`src/rtl/lkc_pkg.sv`:
```
// Shared types and constants for the keyed LRU cache.
`timescale 1ns / 1ps

package lkc_pkg;

    localparam int CAPACITY = 32;
    localparam int IDX_W    = $clog2(CAPACITY);
    localparam int CNT_W    = $clog2(CAPACITY + 1);
    localparam int KEY_W    = 64;
    localparam int LEN_W    = 4;
    localparam int VAL_W    = 32;
    localparam int CFG_W    = 6;
    localparam int CFG_RST  = 32;

    typedef enum logic {
        OP_LOOKUP = 1'b0,
        OP_INSERT = 1'b1
    } t_opcode;

    typedef enum logic [1:0] {
        S_IDLE,
        S_MATCH,
        S_UPDATE
    } t_state;

    typedef struct packed {
        logic load;
        logic match;
        logic commit;
    } t_ctrl_cmd;

endpackage

```
`src/rtl/lkc_ctrl.sv`:
```
// Controller: sequences each transfer through match and update, owns output valid.
`timescale 1ns / 1ps

module lkc_ctrl
    import lkc_pkg::*;
(
    input  logic      i_clk,
    input  logic      i_rst_n,
    input  logic      i_valid,
    output logic      o_ready,
    output logic      o_valid,
    input  logic      i_ready,
    output t_ctrl_cmd o_cmd
);

    t_state r_state;
    t_state n_state;
    logic   r_out_valid;
    logic   n_out_valid;
    logic   can_commit;

    assign can_commit = !r_out_valid || i_ready;

    always_comb begin
        n_state = r_state;
        case (r_state)
            S_IDLE: begin
                if (i_valid) n_state = S_MATCH;
            end
            S_MATCH: begin
                n_state = S_UPDATE;
            end
            S_UPDATE: begin
                if (can_commit) n_state = i_valid ? S_MATCH : S_IDLE;
            end
            default: begin
                n_state = S_IDLE;
            end
        endcase
    end

    always_comb begin
        o_ready      = 1'b0;
        o_cmd.match  = 1'b0;
        o_cmd.commit = 1'b0;
        case (r_state)
            S_IDLE: begin
                o_ready = 1'b1;
            end
            S_MATCH: begin
                o_cmd.match = 1'b1;
            end
            S_UPDATE: begin
                o_ready      = can_commit;
                o_cmd.commit = can_commit;
            end
            default: begin
                o_ready = 1'b0;
            end
        endcase
        o_cmd.load = o_ready && i_valid;
    end

    always_comb begin
        n_out_valid = r_out_valid;
        if (o_cmd.commit) begin
            n_out_valid = 1'b1;
        end else if (i_ready) begin
            n_out_valid = 1'b0;
        end
    end

    always_ff @(posedge i_clk) begin
        if (!i_rst_n) begin
            r_state     <= S_IDLE;
            r_out_valid <= 1'b0;
        end else begin
            r_state     <= n_state;
            r_out_valid <= n_out_valid;
        end
    end

    assign o_valid = r_out_valid;

endmodule

```
`config.mk`:
```
export PLATFORM = sky130hd
export DESIGN_NAME = lkc_ctrl
export DESIGN_NICKNAME = d
export VERILOG_FILES = /design/src/rtl/lkc_pkg.sv /design/src/rtl/lkc_ctrl.sv
export SDC_FILE = /design/constraint.sdc
export NUM_CORES = 1
export LEC_CHECK = 0
export ABC_CLOCK_PERIOD_IN_PS = 1100
export BUFFER_PORTS_ARGS = -buffer_cell sky130_fd_sc_hd__clkbuf_2
export CORE_AREA = 8 8 45 47
export CTS_CLUSTER_SIZE = 25
export DETAILED_ROUTE_END_ITERATION = 10
export DIE_AREA = 0 0 53 55
export PLACE_DENSITY = 0.36
export RECOVER_POWER = 50
export SLEW_MARGIN = 30
export SYNTH_ARGS = -nofsm -noshare
export SYNTH_HDL_FRONTEND = slang
export SYNTH_SLANG_ARGS = --single-unit
```
`constraint.sdc`:
```
create_clock -name i_clk -period 1.1 [get_ports i_clk]
set_input_delay 0.22 -clock i_clk [delete_from_list [all_inputs] [get_ports i_clk]]
set_output_delay 0.22 -clock i_clk [all_outputs]
set_load 0.05 [all_outputs]
```
==> results of run 1 <==
-- report_power, final --
part           internal [mW]  switching, mW
Combinational         0.0637         0.0578
Clock                  0.136         0.0515
Sequential             0.113        0.00320
-- cell type report --
| type | instances | share of cell area (%) |
|---|---|---|
| repair buffers | 15 | 40.3 |
| multi-input cells | 11 | 31.8 |
| flip-flops and latches | 3 | 16.4 |
| clock buffers | 4 | 6.60 |
| well taps | 16 | 5.03 |
-- sequential cells by signal (all words and copies together) (netlist names) --
name,count
r_state,2
o_valid,1
-- path summary, 6_finish.rpt --
path	endpoint	slack (ns)	cells after the start
setup / recovery	o_cmd[2]	-0.27	3
hold / removal	r_state[1]	0.23	2
hold reg to reg	o_valid	0.60	2
setup reg to reg	r_state[0]	-0.17	5
-- routing by layer --
metal / track usage, % / vias to the layer above / part of all wire (%)
met5: 0 / - / 0
met4: 6.47 / 0 / 2.2
met3: 1.87 / 2 / 8.8
met2: 5.86 / 3 / 61
met1: 2.73 / 80 / 27
li1: - / 89 / -
-- kinds of logic (layout without fill, tap and decap cells) --
family                 Yosys count  count (layout)  share of synthesized area (%)
AO/OA/AOI/OAI                    2               2                           9.03
AND/OR/NAND/NOR                  9               9                           45.9
buffers and inverters            2              19                           9.02
flip-flops                       3               3                           36.1
-- synth_stat cells --
cell type and number:
sky130_fd_sc_hd__dfxtp_1 3, sky130_fd_sc_hd__buf_4 2, sky130_fd_sc_hd__nor2b_1 2, sky130_fd_sc_hd__a21boi_0 1, sky130_fd_sc_hd__and3b_1 1, sky130_fd_sc_hd__and4bb_2 1
sky130_fd_sc_hd__nand2b_1 1, sky130_fd_sc_hd__nor2_1 1, sky130_fd_sc_hd__nor3b_1 1, sky130_fd_sc_hd__nor4bb_2 1, sky130_fd_sc_hd__o21a_1 1, sky130_fd_sc_hd__or2b_2 1
-- through the flow --
step / utilization [%] / worst slack (ns) / instance area [sq um]
after global placement: 22.1 / -0.0857 / 305
after detailed placement: 22.1 / -0.0932 / 305
after CTS: 27.2 / -0.306 / 377
after global routing: 28.8 / -0.324 / 398
final: 28.8 / -0.275 / 398
after floorplan: - / -0.265 / 185
-- repair_timing --
| item | 4_1_cts | 5_1_grt |
|---|---|---|
| endpoints found under the setup margin | 5 | 5 |
| hold buffers | 0 | 0 |
| gates resized for setup | 8 | 4 |
| pin swaps | 1 | 0 |
| setup buffers | 2 | 1 |
-- worst max-delay path, delay by kind of cell (launching register included) --
family	cells	cell delay (ns)
DFF	1	0.33
and+or+nand+nor	2	0.44
buffers and inverters	1	0.16
==> Flow_metrics.wiki, run 1 <==
{| class="wikitable"
! Metric !! Value
|-
| Origin of the critical flop-to-flop path || o_valid
|-
| Ordered cell list for the critical path || and3b_2 -> nor3b_4 -> buf_12
|-
| Most area-hungry cell type in the Yosys netlist || sky130_fd_sc_hd__dfxtp_1
|-
| Final Non-Filler Cells || 49
|-
| Total die area || 2920 sq um
|-
| Biggest fanout along the worst timing path || 3
|-
| Die X || 53 um
|-
| Hold Violations, Final || 0
|-
| Worst setup EP type || output port
|-
| Leading cell types in the layout, fill and taps excluded || sky130_fd_sc_hd__buf_4, sky130_fd_sc_hd__clkbuf_4, sky130_fd_sc_hd__clkbuf_2, sky130_fd_sc_hd__buf_12, sky130_fd_sc_hd__nor2b_4
|-
| Placed Instances || 42
|-
| Total power || 0.425 mW
|-
| WL/cell || 9.33 um
|-
| RSZ-0062 raised after global routing || yes
|-
| Cell area power density || 1070 nW/um^2
|-
| Post-layout nets || 38
|-
| Slew Limit Headroom || 86.5%
|-
| Synth Instances || 16
|-
| Clock edge transition at the registers on the reported setup and hold paths || 0.03 ns
|-
| Hold Worst Slack || 0.229 ns
|-
| Portion of the post-synthesis area used by sequential elements || 36.1%
|-
| Clock latency of the later-clocked register in the worst-skew pair || 0.23 ns
|-
| Timing startpoint of the critical path || o_valid
|-
| Least-Margin Pin Slew || 0.199 ns
|-
| Overall track demand over capacity in global routing || 3.82%
|-
| First-pass GRT wire length || 738 um
|-
| Critical hold path startpoint || i_rst_n
|-
| Number of pins with negative max-slew slack in the final report || 0
|-
| Filler instances || 149
|-
| Maximum level of the CTS H-tree || 1
|-
| Maximum achievable frequency || 0.727 GHz
|-
| Area growth from synthesis to layout || 139%
|-
| Number of buffers between clock root and the deepest sink || 2
|-
| Core area || 1380 sq um
|-
| Type of origin of the critical path || register
|-
| Total congestion overflow || 0
|-
| Number of maximum-capacitance constraint violations || 0
|-
| Total standard cell area after synthesis || 166 sq um
|-
| Synth unique cells || 12
|-
| Largest stage delay, worst path || 0.33 ns
|-
| Mean cell area of the mapped netlist || 10.4 sq um
|-
| PortBufs || 8
|-
| Final Cycle Share || 125%
|-
| Fin crit period || 1.37 ns
|-
| Static leakage power || 0.183 nW
|-
| Area share of the largest cell type after synthesis || 36.1%
|-
| Sink Count || 3
|-
| Data arrival time of the critical path || 1.15 ns
|-
| Starting density of the core || 12.0%
|-
| Area of all sequential standard cells || 65.1 sq um
|-
| Final routed wirelength across all metal layers || 457 um
|-
| Vias in the first global route || 184
|-
| Antenna violations before repair || 0
|-
| Placer's final routability congestion estimate || 0.676
|-
| Count of pins on the block boundary || 9
|-
| Ys Warns || 0
|-
| Pin count of the biggest net entering global routing || 5
|-
| TritonCTS clock tree || yes
|-
| Result of the run || finished, violations left
|-
| Mapped Nets || 20
|-
| Multi-input logic area || 126 sq um
|-
| Worst Slack Setup Final || -0.275 ns
|-
| Via count || 174
|-
| Via-to-Cell Ratio || 3.55
|-
| Worst hold path class || in -> reg
|-
| Max Clock Skew || 0.000875 ns
|-
| Final number of setup-violating endpoints || 5
|-
| Die span in y || 55 um
|-
| ANT cells || 0
|-
| Number of buffers created by CTS || 3
|-
| Slowest cell on the critical path || sky130_fd_sc_hd__dfxtp_4
|-
| Data required, critical path || 0.88 ns
|-
| Total of flip-flops plus latches after synthesis || 3
|-
| Iteration count of the initial detailed-routing pass || 2
|-
| Antenna viol nets, final || 0
|-
| Final setup TNS || -1.01 ns
|-
| Row Count || 14
|-
| Fraction of final layout cells sized beyond drive strength 1 || 84.8%
|-
| Violated checks || setup timing
|-
| Initial drt markers || 2
|-
| Leading post-synthesis cells by cell area || sky130_fd_sc_hd__dfxtp_1, sky130_fd_sc_hd__nor4bb_2, sky130_fd_sc_hd__buf_4
|-
| Peak supply drop || 0.000317 V
|-
| Most common cell after layout, fill and taps aside || sky130_fd_sc_hd__buf_4
|-
| Type of the worst setup path || reg -> out
|-
| CTS root buf || sky130_fd_sc_hd__clkbuf_4
|-
| Residual DRC || 0
|-
| Post-detail-place hpwl || 373 um
|}
No activity file was read; power rests on OpenSTA's default activity.
==> run 2, diff against run 1 <==
Settings changed: SETUP_SLACK_MARGIN set to 0.2.
==> Flow_metrics.wiki, run 2 (synthesized netlist as in run 1, its figures left out) <==
{| class="wikitable"
! Metric !! Value
|-
| Result of the run || finished, violations left (unchanged)
|-
| Violated checks || setup timing (unchanged)
|-
| Clock latency of the later-clocked register in the worst-skew pair || 0.23 ns (about the same)
|-
| Type of the worst setup path || reg -> out (unchanged)
|-
| Worst setup EP type || output port (unchanged)
|-
| Number of maximum-capacitance constraint violations || 0 (unchanged)
|-
| Type of origin of the critical path || register (unchanged)
|-
| Maximum level of the CTS H-tree || 1 (unchanged)
|-
| Filler instances || 146 (was 149)
|-
| Biggest fanout along the worst timing path || 3 (unchanged)
|-
| Die span in y || 55 um (unchanged)
|-
| Vias in the first global route || 186 (was 184)
|-
| RSZ-0062 raised after global routing || yes (unchanged)
|-
| Sink Count || 3 (unchanged)
|-
| Iteration count of the initial detailed-routing pass || 1 (was 2)
|-
| Worst Slack Setup Final || -0.292 ns (was -0.275 ns)
|-
| Worst hold path class || in -> reg (unchanged)
|-
| Number of buffers created by CTS || 3 (unchanged)
|-
| Most common cell after layout, fill and taps aside || sky130_fd_sc_hd__buf_4 (unchanged)
|-
| Row Count || 14 (unchanged)
|-
| Placer's final routability congestion estimate || 0.569 (was 0.676)
|-
| Overall track demand over capacity in global routing || 3.88% (was 3.82%)
|-
| Final setup TNS || -1.26 ns (was -1.01 ns)
|-
| Hold Violations, Final || 0 (unchanged)
|-
| Post-layout nets || 41 (was 38)
|-
| Via-to-Cell Ratio || 3.62 (was 3.55)
|-
| WL/cell || 9.17 um (was 9.33 um)
|-
| CTS root buf || sky130_fd_sc_hd__clkbuf_4 (unchanged)
|-
| Peak supply drop || 0.000410 V (was 0.000317 V)
|-
| Residual DRC || 0 (unchanged)
|-
| Fin crit period || 1.39 ns (was 1.37 ns)
|-
| Number of buffers between clock root and the deepest sink || 2 (unchanged)
|-
| Number of flip-flops in the largest register || 2 (unchanged)
|-
| TritonCTS clock tree || yes (unchanged)
|-
| Via count || 188 (was 174)
|-
| Pin count of the biggest net entering global routing || 5 (unchanged)
|-
| First-pass GRT wire length || 745 um (was 738 um)
|-
| Total congestion overflow || 0 (unchanged)
|-
| Antenna viol nets, final || 0 (unchanged)
|-
| Total die area || 2920 sq um (unchanged)
|-
| PortBufs || 8 (unchanged)
|-
| Final routed wirelength across all metal layers || 477 um (was 457 um)
|-
| Final number of setup-violating endpoints || 7 (was 5)
|-
| Total power || 0.429 mW (was 0.425 mW)
|-
| Post-detail-place hpwl || 395 um (was 373 um)
|-
| Data required, critical path || 0.88 ns (about the same)
|-
| Static leakage power || 0.202 nW (was 0.183 nW)
|-
| Area growth from synthesis to layout || 161% (was 139%)
|-
| Final Cycle Share || 127% (was 125%)
|-
| Maximum achievable frequency || 0.719 GHz (was 0.727 GHz)
|-
| Data arrival time of the critical path || 1.17 ns (was 1.15 ns)
|-
| ANT cells || 0 (unchanged)
|-
| Antenna violations before repair || 0 (unchanged)
|-
| Least-Margin Pin Slew || 0.188 ns (was 0.199 ns)
|-
| Cell area power density || 989 nW/um^2 (was 1070 nW/um^2)
|-
| Die X || 53 um (unchanged)
|-
| Top register by number of flip-flops || r_state (unchanged)
|-
| Starting density of the core || 12.0% (unchanged)
|-
| Number of pins with negative max-slew slack in the final report || 0 (unchanged)
|-
| Leading cell types in the layout, fill and taps excluded || sky130_fd_sc_hd__buf_4, sky130_fd_sc_hd__buf_6, sky130_fd_sc_hd__clkbuf_4, sky130_fd_sc_hd__clkbuf_2 (was sky130_fd_sc_hd__buf_4, sky130_fd_sc_hd__clkbuf_4, sky130_fd_sc_hd__clkbuf_2, sky130_fd_sc_hd__buf_12, sky130_fd_sc_hd__nor2b_4)
|-
| Fraction of final layout cells sized beyond drive strength 1 || 88.9% (was 84.8%)
|-
| Max Clock Skew || 0.00131 ns (was 0.000875 ns)
|-
| Count of pins on the block boundary || 9 (unchanged)
|-
| Clock edge transition at the registers on the reported setup and hold paths || 0.03 ns (about the same)
|-
| Initial drt markers || 0 (was 2)
|-
| Slew Limit Headroom || 87.3% (was 86.5%)
|-
| Core area || 1380 sq um (unchanged)
|}
-- run 2: routing by layer --
| metal | global-route usage, % | vias up | wire length, um |
|---|---|---|---|
| li1 | - | 95 | - |
| met1 | 2.88 | 87 | 167 |
| met2 | 5.86 | 4 | 258 |
| met3 | 2.67 | 2 | 41 |
| met4 | 5.17 | 0 | 9 |
| met5 | 0 | - | 0 |
-- run 2: layout make-up --
cell class,instances,area [sq um],area share (%)
Sequential cell,3,66.3,15.3
Tap cell,16,20.0,4.61
Clock buffer,4,26.3,6.05
Multi-Input combinational cell,11,121,28.0
Timing Repair Buffer,18,200,46.1
-- run 2: power by group --
group	switching [mW]	internal, mW	total (mW)	leakage, nW
registers	0.00332	0.114	0.117	0.0261
logic	0.0582	0.0684	0.127	0.161
clock network	0.0503	0.135	0.186	0.0150
total	0.112	0.317	0.429	0.202
-- run 2: worst max-delay path, stage by stage, from the launching register on --
cell	delay (ns)
sky130_fd_sc_hd__dfxtp_4	0.33
sky130_fd_sc_hd__and3b_2	0.23
sky130_fd_sc_hd__nor3b_4	0.22
sky130_fd_sc_hd__buf_12	0.16
-- run 2: what timing repair did --
item	CTS	global route
gates resized for setup	12	7
hold buffers	0	0
pin swaps	1	1
setup buffers	4	2
setup endpoints to repair	7	8
-- run 2: final timing paths --
kind	endpoint	slack [ns]	from	cells after the start
worst max register to register	r_state[0]	-0.16	o_valid	5
worst max-delay path	o_cmd[2]	-0.29	o_valid	3
worst min-delay path	r_state[1]	0.24	i_rst_n	2
worst min register to register	r_state[0]	0.56	r_state[0]	2
-- run 2: stage by stage --
| step | std cells | instance area (sq um) | hold slack, ns | utilization, % | worst slack [ns] |
|---|---|---|---|---|---|
| global route | 52 | 434 | 0.248 | 31.4 | -0.338 |
| CTS | 50 | 402 | 0.241 | 29.0 | -0.306 |
| global placement | 42 | 292 | 0.470 | 21.1 | -0.0872 |
| finish | 52 | 434 | 0.242 | 31.4 | -0.292 |
| detailed placement | 42 | 292 | 0.494 | 21.1 | -0.0930 |
| floorplan | 16 | 186 | 0.337 | - | -0.265 |
